==> src/sv/sha1_byte_stream_hasher_macros.svh <==
// Assertion helpers shared by the hasher modules.
`ifndef SHA1_BYTE_STREAM_HASHER_MACROS_SVH
`define SHA1_BYTE_STREAM_HASHER_MACROS_SVH

`ifndef SYNTHESIS
// checked outside reset
`define SHABS_ASSERT(lbl, prop) \
  lbl: assert property (@(posedge clk_i) disable iff (!rst_ni) prop) \
    else $error("shabs assertion failed");
// checked on every edge, reset included
`define SHABS_ASSERT_ALWAYS(lbl, prop) \
  lbl: assert property (@(posedge clk_i) prop) \
    else $error("shabs assertion failed");
`else
`define SHABS_ASSERT(lbl, prop)
`define SHABS_ASSERT_ALWAYS(lbl, prop)
`endif

`endif

==> src/sv/shabs_pkg.sv <==
package shabs_pkg;

  localparam int QDEPTH = 4;
  localparam int QAW    = $clog2(QDEPTH);
  localparam logic [QAW:0] QFULL = (QAW + 1)'(QDEPTH);

  localparam int NUM_WORDS = 5;

  typedef enum logic [1:0] {
    KIND_BYTE     = 2'd0,
    KIND_BYTE_END = 2'd1,
    KIND_END      = 2'd2
  } item_kind_e;

  typedef struct packed {
    item_kind_e  kind;
    logic [7:0]  data;
  } qitem_t;

  localparam logic [31:0] K0 = 32'h5A827999;
  localparam logic [31:0] K1 = 32'h6ED9EBA1;
  localparam logic [31:0] K2 = 32'h8F1BBCDC;
  localparam logic [31:0] K3 = 32'hCA62C1D6;

  localparam logic [31:0] H_INIT [NUM_WORDS] = '{
    32'h67452301, 32'hEFCDAB89, 32'h98BADCFE, 32'h10325476, 32'hC3D2E1F0
  };

  localparam logic [7:0] PAD_MARK = 8'h80;

  function automatic logic [31:0] round_k(input logic [6:0] r);
    logic [31:0] k;
    if (r < 7'd20) begin
      k = K0;
    end else if (r < 7'd40) begin
      k = K1;
    end else if (r < 7'd60) begin
      k = K2;
    end else begin
      k = K3;
    end
    return k;
  endfunction

  function automatic logic [31:0] round_f(input logic [6:0] r, input logic [31:0] b,
                                          input logic [31:0] c, input logic [31:0] d);
    logic [31:0] f;
    if (r < 7'd20) begin
      f = (b & c) | (~b & d);
    end else if (r < 7'd40) begin
      f = b ^ c ^ d;
    end else if (r < 7'd60) begin
      f = (b & c) | (b & d) | (c & d);
    end else begin
      f = b ^ c ^ d;
    end
    return f;
  endfunction

endpackage

==> src/sv/shabs_front.sv <==
`include "sha1_byte_stream_hasher_macros.svh"

module shabs_front (
  input  logic             clk_i,
  input  logic             rst_ni,
  input  logic             in_valid_i,
  output logic             in_stall_o,
  input  logic [7:0]       data_byte_i,
  input  logic             has_byte_i,
  input  logic             end_of_message_i,
  output logic             q_valid_o,
  output shabs_pkg::qitem_t q_item_o,
  input  logic             q_pop_i
);
  import shabs_pkg::*;

  qitem_t         mem_q [QDEPTH];
  logic [QAW-1:0] wr_ptr_q, wr_ptr_d;
  logic [QAW-1:0] rd_ptr_q, rd_ptr_d;
  logic [QAW:0]   cnt_q, cnt_d;
  logic           take;
  logic           push;
  qitem_t         item;

  assign in_stall_o = (cnt_q == QFULL);
  assign take       = in_valid_i && !in_stall_o;
  // items with neither a byte nor an end mark are dropped here
  assign push       = take && (has_byte_i || end_of_message_i);

  always_comb begin
    item.data = data_byte_i;
    if (end_of_message_i) begin
      item.kind = has_byte_i ? KIND_BYTE_END : KIND_END;
    end else begin
      item.kind = KIND_BYTE;
    end
  end

  assign q_valid_o = (cnt_q != '0);
  assign q_item_o  = mem_q[rd_ptr_q];

  always_comb begin
    wr_ptr_d = wr_ptr_q;
    rd_ptr_d = rd_ptr_q;
    cnt_d    = cnt_q;
    if (push) begin
      wr_ptr_d = wr_ptr_q + 1'b1;
    end
    if (q_pop_i) begin
      rd_ptr_d = rd_ptr_q + 1'b1;
    end
    if (push && !q_pop_i) begin
      cnt_d = cnt_q + 1'b1;
    end else if (!push && q_pop_i) begin
      cnt_d = cnt_q - 1'b1;
    end
  end

  always_ff @(posedge clk_i or negedge rst_ni) begin
    if (!rst_ni) begin
      wr_ptr_q <= '0;
      rd_ptr_q <= '0;
      cnt_q    <= '0;
    end else begin
      wr_ptr_q <= wr_ptr_d;
      rd_ptr_q <= rd_ptr_d;
      cnt_q    <= cnt_d;
    end
  end

  always_ff @(posedge clk_i) begin
    if (push) begin
      mem_q[wr_ptr_q] <= item;
    end
  end

  `SHABS_ASSERT(a_fill_bounded, cnt_q <= QFULL)
  `SHABS_ASSERT(a_pop_nonempty, q_pop_i |-> q_valid_o)
  `SHABS_ASSERT(a_fill_grows, (push && !q_pop_i) |=> (cnt_q == $past(cnt_q) + 1'b1))

endmodule

==> src/sv/shabs_core.sv <==
`include "sha1_byte_stream_hasher_macros.svh"

module shabs_core (
  input  logic             clk_i,
  input  logic             rst_ni,
  input  logic             q_valid_i,
  input  shabs_pkg::qitem_t q_item_i,
  output logic             q_pop_o,
  output logic             out_valid_o,
  input  logic             out_stall_i,
  output logic [31:0]      digest_word_o,
  output logic [2:0]       word_index_o,
  output logic             last_word_o
);
  import shabs_pkg::*;

  localparam logic [1:0] S_IDLE = 2'd0;
  localparam logic [1:0] S_PAD  = 2'd1;
  localparam logic [1:0] S_COMP = 2'd2;
  localparam logic [1:0] S_OUT  = 2'd3;

  logic [1:0]  state_q, state_d;
  logic [31:0] win_q  [16];
  logic [31:0] win_d  [16];
  logic [31:0] hash_q [NUM_WORDS];
  logic [31:0] hash_d [NUM_WORDS];
  logic [31:0] work_q [NUM_WORDS];
  logic [31:0] work_d [NUM_WORDS];
  logic [6:0]  round_q, round_d;
  logic [63:0] cnt_q, cnt_d;
  logic [63:0] len_q, len_d;
  logic        pad_q, pad_d;
  logic        mark_q, mark_d;
  logic        lenph_q, lenph_d;
  logic        fin_q, fin_d;
  logic [2:0]  widx_q, widx_d;
  logic        oval_q, oval_d;
  logic [31:0] oword_q, oword_d;
  logic [2:0]  oidx_q, oidx_d;

  logic [5:0]  pos;
  logic [63:0] cnt_inc;
  logic        it_has, it_end;
  logic        len_now;
  logic [5:0]  len_lsb;
  logic [7:0]  fill_byte;
  logic        abs_en;
  logic [7:0]  abs_byte;
  logic [4:0]  lane_lsb;
  logic [31:0] w;
  logic [31:0] tmp;
  logic        out_load;

  assign pos     = cnt_q[5:0];
  assign cnt_inc = cnt_q + 64'd1;

  always_comb begin
    case (q_item_i.kind)
      KIND_BYTE: begin
        it_has = 1'b1;
        it_end = 1'b0;
      end
      KIND_BYTE_END: begin
        it_has = 1'b1;
        it_end = 1'b1;
      end
      KIND_END: begin
        it_has = 1'b0;
        it_end = 1'b1;
      end
      default: begin
        it_has = 1'b0;
        it_end = 1'b0;
      end
    endcase
  end

  assign q_pop_o = (state_q == S_IDLE) && q_valid_i;

  // length field occupies the last eight bytes of the final block
  assign len_now   = !mark_q && (lenph_q || pos == 6'd56);
  assign len_lsb   = {~pos[2:0], 3'b000};
  assign fill_byte = mark_q ? PAD_MARK : (len_now ? len_q[len_lsb +: 8] : 8'h00);

  assign abs_en   = (state_q == S_PAD) || (q_pop_o && it_has);
  assign abs_byte = (state_q == S_PAD) ? fill_byte : q_item_i.data;
  assign lane_lsb = {~pos[1:0], 3'b000};

  // window holds W[t-16..t-1] from round 16 on, oldest at index 0
  assign w = (round_q < 7'd16) ? win_q[0] :
             {win_q[13][30:0] ^ win_q[8][30:0] ^ win_q[2][30:0] ^ win_q[0][30:0],
              win_q[13][31] ^ win_q[8][31] ^ win_q[2][31] ^ win_q[0][31]};
  assign tmp = {work_q[0][26:0], work_q[0][31:27]}
             + round_f(round_q, work_q[1], work_q[2], work_q[3])
             + work_q[4] + round_k(round_q) + w;

  assign out_load = (state_q == S_OUT) && (!oval_q || !out_stall_i);

  always_comb begin
    state_d = state_q;
    win_d   = win_q;
    hash_d  = hash_q;
    work_d  = work_q;
    round_d = round_q;
    cnt_d   = cnt_q;
    len_d   = len_q;
    pad_d   = pad_q;
    mark_d  = mark_q;
    lenph_d = lenph_q;
    fin_d   = fin_q;
    widx_d  = widx_q;
    oval_d  = oval_q;
    oword_d = oword_q;
    oidx_d  = oidx_q;

    if (oval_q && !out_stall_i) begin
      oval_d = 1'b0;
    end

    case (state_q)
      S_IDLE: begin
        if (q_valid_i && it_end) begin
          pad_d   = 1'b1;
          mark_d  = 1'b1;
          lenph_d = 1'b0;
          len_d   = (it_has ? cnt_inc : cnt_q) << 3;
          state_d = S_PAD;
        end
      end
      S_PAD: begin
        if (mark_q) begin
          mark_d = 1'b0;
        end else if (len_now) begin
          lenph_d = 1'b1;
        end
        if (pos == 6'd63 && len_now) begin
          fin_d = 1'b1;
        end
      end
      S_COMP: begin
        for (int i = 0; i < 15; i++) begin
          win_d[i] = win_q[i+1];
        end
        win_d[15] = w;
        work_d[4] = work_q[3];
        work_d[3] = work_q[2];
        work_d[2] = {work_q[1][1:0], work_q[1][31:2]};
        work_d[1] = work_q[0];
        work_d[0] = tmp;
        round_d   = round_q + 7'd1;
        if (round_q == 7'd79) begin
          round_d   = '0;
          hash_d[0] = hash_q[0] + tmp;
          hash_d[1] = hash_q[1] + work_q[0];
          hash_d[2] = hash_q[2] + {work_q[1][1:0], work_q[1][31:2]};
          hash_d[3] = hash_q[3] + work_q[2];
          hash_d[4] = hash_q[4] + work_q[3];
          if (fin_q) begin
            widx_d  = '0;
            state_d = S_OUT;
          end else if (pad_q) begin
            state_d = S_PAD;
          end else begin
            state_d = S_IDLE;
          end
        end
      end
      S_OUT: begin
        if (out_load) begin
          oval_d  = 1'b1;
          oword_d = hash_q[widx_q];
          oidx_d  = widx_q;
          widx_d  = widx_q + 3'd1;
          if (widx_q == 3'(NUM_WORDS - 1)) begin
            hash_d  = H_INIT;
            cnt_d   = '0;
            pad_d   = 1'b0;
            fin_d   = 1'b0;
            lenph_d = 1'b0;
            state_d = S_IDLE;
          end
        end
      end
      default: begin
        state_d = S_IDLE;
      end
    endcase

    if (abs_en) begin
      win_d[pos[5:2]][lane_lsb +: 8] = abs_byte;
      cnt_d = cnt_inc;
      // a full block starts the rounds
      if (pos == 6'd63) begin
        work_d  = hash_q;
        round_d = '0;
        state_d = S_COMP;
      end
    end
  end

  always_ff @(posedge clk_i or negedge rst_ni) begin
    if (!rst_ni) begin
      state_q <= S_IDLE;
      hash_q  <= H_INIT;
      round_q <= '0;
      cnt_q   <= '0;
      pad_q   <= 1'b0;
      mark_q  <= 1'b0;
      lenph_q <= 1'b0;
      fin_q   <= 1'b0;
      widx_q  <= '0;
      oval_q  <= 1'b0;
    end else begin
      state_q <= state_d;
      hash_q  <= hash_d;
      round_q <= round_d;
      cnt_q   <= cnt_d;
      pad_q   <= pad_d;
      mark_q  <= mark_d;
      lenph_q <= lenph_d;
      fin_q   <= fin_d;
      widx_q  <= widx_d;
      oval_q  <= oval_d;
    end
  end

  always_ff @(posedge clk_i) begin
    win_q   <= win_d;
    work_q  <= work_d;
    len_q   <= len_d;
    oword_q <= oword_d;
    oidx_q  <= oidx_d;
  end

  assign out_valid_o   = oval_q;
  assign digest_word_o = oword_q;
  assign word_index_o  = oidx_q;
  assign last_word_o   = (oidx_q == 3'(NUM_WORDS - 1));

  `SHABS_ASSERT(a_round_range, (state_q == S_COMP) |-> (round_q < 7'd80))
  `SHABS_ASSERT(a_comp_on_full, $rose(state_q == S_COMP) |-> ($past(pos) == 6'd63))
  `SHABS_ASSERT(a_restart_after_digest,
    (out_load && widx_q == 3'(NUM_WORDS - 1)) |=> (cnt_q == 64'd0 && state_q == S_IDLE))

endmodule

==> src/sv/sha1_byte_stream_hasher.sv <==
// SHA-1 hasher fed one message byte per input transfer.
// Input channel: in_valid_i / in_stall_o with data_byte_i, has_byte_i and
// end_of_message_i. An item with end_of_message_i set closes the message,
// after its byte if has_byte_i is set; an end item without a byte is valid
// and also covers the empty message.
// Output channel: out_valid_o / out_stall_i carrying five transfers per
// message: digest_word_o with word_index_o 0..4, last_word_o on index 4.
// A four-entry queue sits between the input and the hashing engine.
// Operation: a byte is absorbed as it leaves the queue; every 64th byte
// starts 80 rounds, one round per cycle in the shared round unit.
// Closing a message feeds padding and length one byte per cycle between
// compressions (9 to 72 bytes, with one or two compressions), then one
// digest word per cycle while the output is not stalled.
// The input stalls only when the queue is full.
// Reset clears the queue, loads the initial hash values and a zero count;
// no clearing pass is needed. A stalled output holds its word, and the
// engine waits on it while the queue keeps taking input.
module sha1_byte_stream_hasher (
  input  logic        clk_i,
  input  logic        rst_ni,
  input  logic        in_valid_i,
  output logic        in_stall_o,
  input  logic [7:0]  data_byte_i,
  input  logic        has_byte_i,
  input  logic        end_of_message_i,
  output logic        out_valid_o,
  input  logic        out_stall_i,
  output logic [31:0] digest_word_o,
  output logic [2:0]  word_index_o,
  output logic        last_word_o
);
  import shabs_pkg::*;

  logic   q_valid;
  logic   q_pop;
  qitem_t q_item;

  shabs_front u_front (
    .clk_i            (clk_i),
    .rst_ni           (rst_ni),
    .in_valid_i       (in_valid_i),
    .in_stall_o       (in_stall_o),
    .data_byte_i      (data_byte_i),
    .has_byte_i       (has_byte_i),
    .end_of_message_i (end_of_message_i),
    .q_valid_o        (q_valid),
    .q_item_o         (q_item),
    .q_pop_i          (q_pop)
  );

  shabs_core u_core (
    .clk_i         (clk_i),
    .rst_ni        (rst_ni),
    .q_valid_i     (q_valid),
    .q_item_i      (q_item),
    .q_pop_o       (q_pop),
    .out_valid_o   (out_valid_o),
    .out_stall_i   (out_stall_i),
    .digest_word_o (digest_word_o),
    .word_index_o  (word_index_o),
    .last_word_o   (last_word_o)
  );

endmodule
==> config.mk <==
export PLATFORM = sky130hd
export DESIGN_NAME = sha1_byte_stream_hasher
export DESIGN_NICKNAME = d
export VERILOG_FILES = /design/src/sv/shabs_pkg.sv /design/src/sv/shabs_front.sv /design/src/sv/shabs_core.sv /design/src/sv/sha1_byte_stream_hasher.sv
export VERILOG_INCLUDE_DIRS = /design/src /design/src/sv
export SDC_FILE = /design/constraint.sdc
export NUM_CORES = 2
export LEC_CHECK = 0
export BUFFER_PORTS_ARGS = -buffer_cell sky130_fd_sc_hd__buf_2
export CAP_MARGIN = 10
export CORE_MARGIN = 1
export CORE_UTILIZATION = 50
export DETAILED_ROUTE_END_ITERATION = 10
export PLACE_DENSITY = 0.66
export SLEW_MARGIN = 20
export SYNTH_ARGS = -nofsm -noshare
export SYNTH_HDL_FRONTEND = slang
export SYNTH_SLANG_ARGS = --single-unit
==> constraint.sdc <==
create_clock -name clk_i -period 10.19 [get_ports clk_i]
set_input_delay 0.5095 -clock clk_i [delete_from_list [all_inputs] [get_ports clk_i]]
set_output_delay 0.5095 -clock clk_i [all_outputs]
set_load 0.02 [all_outputs]
==> results.yml <==
worst_setup_path:
  timing_worst_setup_path_type: "register to register"
  critPathMaxStageDelay_ns: 0.80
  critical_path_peak_fanout: 25
  worst_setup_end_kind: "register"
  cp_data_required_time_ns: 10.78
  cpLargestDelayFamily: "compound AO/OA/AOI/OAI gates"
  timing.critical_path.from_type: "register"
  cp_slowest_cell: "nor2b_1"
  cp_num_buf_inv: 3
  arrival_ns: 10.12
synth:
  synth-main-ff-cell: "dfxtp_1"
  synth_edf_count: 136
  netlist-cell-type-count: 90
  synth-seq-area-share_pct: 40.4
  postSynthAreaPerCell_um2: 8.40
  syn_nets: 7386
  yosysMostFrequentCell: "nand2_1"
  synthDominantAreaCellType: "dfxtp_1"
  register_bit_count_reported_by_yosys: 1053
  synthCells: 7011
  synth_common_cells: "nand2_1, nor2_1, dfxtp_1"
  postSynth.asyncResetShare_pct: 23.3
  netlist_top_cells_area: "dfxtp_1, nand2_1, dfrtp_1"
  synth_top_area_share_pct: 22.9
  synth-warning-count: 0
  post_syn_area_mm2: 0.0589
timing:
  worst_max_slew_pin_slew_ns: 1.22
  final.setup_skew_ns: 0.0578
  timing.final.crit_share_pct: 93.5
  period_needed_ns: 9.53
  maxClockFrequency_ghz: 0.105
  finalMaxSlewViolations: 0
  final-setup-viol-count: 0
  setup-tns-final_ns: 0
  slew-limit-headroom_pct: 18.6
  rsz_0062_raised_after_global_routing: "no"
  finalHoldViolCount: 0
grt:
  pin_count_of_the_biggest_net_entering_global_routing: 234
  grt_pass1_wl_mm: 270
  grt_overflow: 0
  grt_util_all_layers_pct: 28.5
  initial_antenna_violation_count: 0
  via_count_of_the_first_global_routing_pass: 45500
cells_and_area:
  multi_input_combinational_cell_area_mm2: 0.0325
  syn_to_final_growth_pct: 8.34
  layout.filler_cells: 10500
  design.final.nets: 7159
  drive_above_1_share_pct: 6.73
  final-seq-area_mm2: 0.0238
drt:
  final_routed_drc_violation_total: 0
  detail_route.wl_per_cell_um: 20.7
  routed-via-count: 49300
  detail_route.wirelength_mm: 174
  drtAntennaViolNets: 0
  drtIter0Drc: 4936
  tritonroute_pass_1_iters: 6
  vias_per_cell: 5.86
floorplanning:
  initial_core_util_pct: 50.5
  fp.dieH_um: 345
  io_pins: 52
  die-width_um: 345
  standard_cell_row_count: 125
  core_region_area_mm2: 0.117
  design.die.area_mm2: 0.119
place:
  routabilityCongestion: 0.951
  dpl.hpwl_mm: 120
  io_buffer_count: 51
clocking:
  cts_max_path_buffers: 3
  clock_latency_ns: 0.75
  cts_root_buf: "clkbuf_16"
  cts.reportedPaths.clkPinSlew_ns: 0.06
  tritoncts: "done"
  cts_buffer_count: 112
  cts_num_sinks: 1053
  clock_tree.htree_level_count: 3
  cts_hold_buffers: 10
  cts_post_setup_buffers_inserted: 0
  cts_resized: 0
run:
  max_cap_violations: 0
hold_path:
  worst_hold_path_type: "primary input to register"
status:
  outcome: "finished, final reports clean"
==> final timing paths <==
kind                       cells after the start  slack [ns]               from             endpoint
setup / recovery                              34        0.66  u_core.round_q[2]   u_core.hash_q[159]
hold reg to reg                                2        0.46  u_core.win_q[307]    u_core.win_q[339]
min in group asynchronous                      2        0.42             rst_ni    u_core.hash_q[55]
setup reg to reg                              34        0.66  u_core.round_q[2]   u_core.hash_q[159]
hold / removal                                 2        0.11         has_byte_i  u_front.mem_q[3][9]
max in group asynchronous                      3        8.31             rst_ni      u_core.cnt_q[4]
==> layer usage <==
layer  up-vias  GRT usage (%)  share of wire [%]
met4         0           10.0                3.7
met2      1516           45.2                 45
met1     23800           39.9                 45
met3       278           3.96                6.1
li1      23600              -                  -
met5         -              0                  0
==> placed cells by master (no fill, tap or decap), types with 125 or more instances in the layout <==
cell type / count
nand2_1: 1494
nor2_1: 712
dfxtp_1: 672
o21ai_0: 521
a31oi_1: 437
inv_1: 249
a21oi_1: 248
ha_1: 236
xnor2_1: 221
mux2i_1: 185
dfrtp_1: 163
nand3_1: 138
edfxtp_1: 136
fa_1: 125
==> sequential cells by signal (all words and copies together), names as in the netlist <==
signal	cells
u_core.win_q	512
u_core.hash_q	160
u_core.work_q	160
u_core.cnt_q	61
u_core.len_q	61
u_front.mem_q	40
u_core.digest_word_o	32
u_core.round_q	7
u_core.widx_q	3
u_core.word_index_o	3
u_front.cnt_q	3
u_core.state_q	2
u_front.rd_ptr_q	2
u_front.wr_ptr_q	2
u_core.fin_q	1
u_core.lenph_q	1
u_core.mark_q	1
u_core.out_valid_o	1
u_core.pad_q	1
==> logic make-up (layout without fill, tap and decap cells) <==
kind of cell	after synthesis	in the layout	share of synthesized area, %
AND/OR/NAND/NOR	2682	2682	18.7
AO/OA/AOI/OAI	1627	1627	16.6
flip-flops	1053	1053	40.4
buffers and inverters	700	572	4.55
adder cells (fa/ha/maj)	361	361	9.27
XOR/XNOR	334	334	4.97
multiplexers	254	254	5.52
other	0	2	0
==> through the flow <==
stage | util, % | hold WS [ns] | setup WS [ns] | std cells | cell area, um^2
2_1_floorplan | - | 0.214 | 2.87 | 7011 | 58900
3_3_place_gp | 51.3 | 0.456 | 1.05 | 8184 | 59800
3_5_place_dp | 51.3 | 0.462 | 0.962 | 8184 | 59800
4_1_cts | 54.7 | 0.0625 | 0.885 | 8407 | 63800
5_1_grt | 54.7 | 0.104 | 0.154 | 8407 | 63800
6_report | 54.7 | 0.105 | 0.665 | 8409 | 63800
==> final cells by class <==
cell class              count  share of cell area [%]
flip-flops and latches   1053                    37.3
inverters                 252                    1.48
clock buffers             155                    4.92
repair buffers            107                    1.20
multi-input cells        5258                    51.0
clock inverters            58                    1.16
diodes                      2                 0.00785
well taps                1524                    2.99
Power is left out: the tool's default activity adds up to more than one toggle a clock period on the data nets, which glitch-free logic cannot reach.
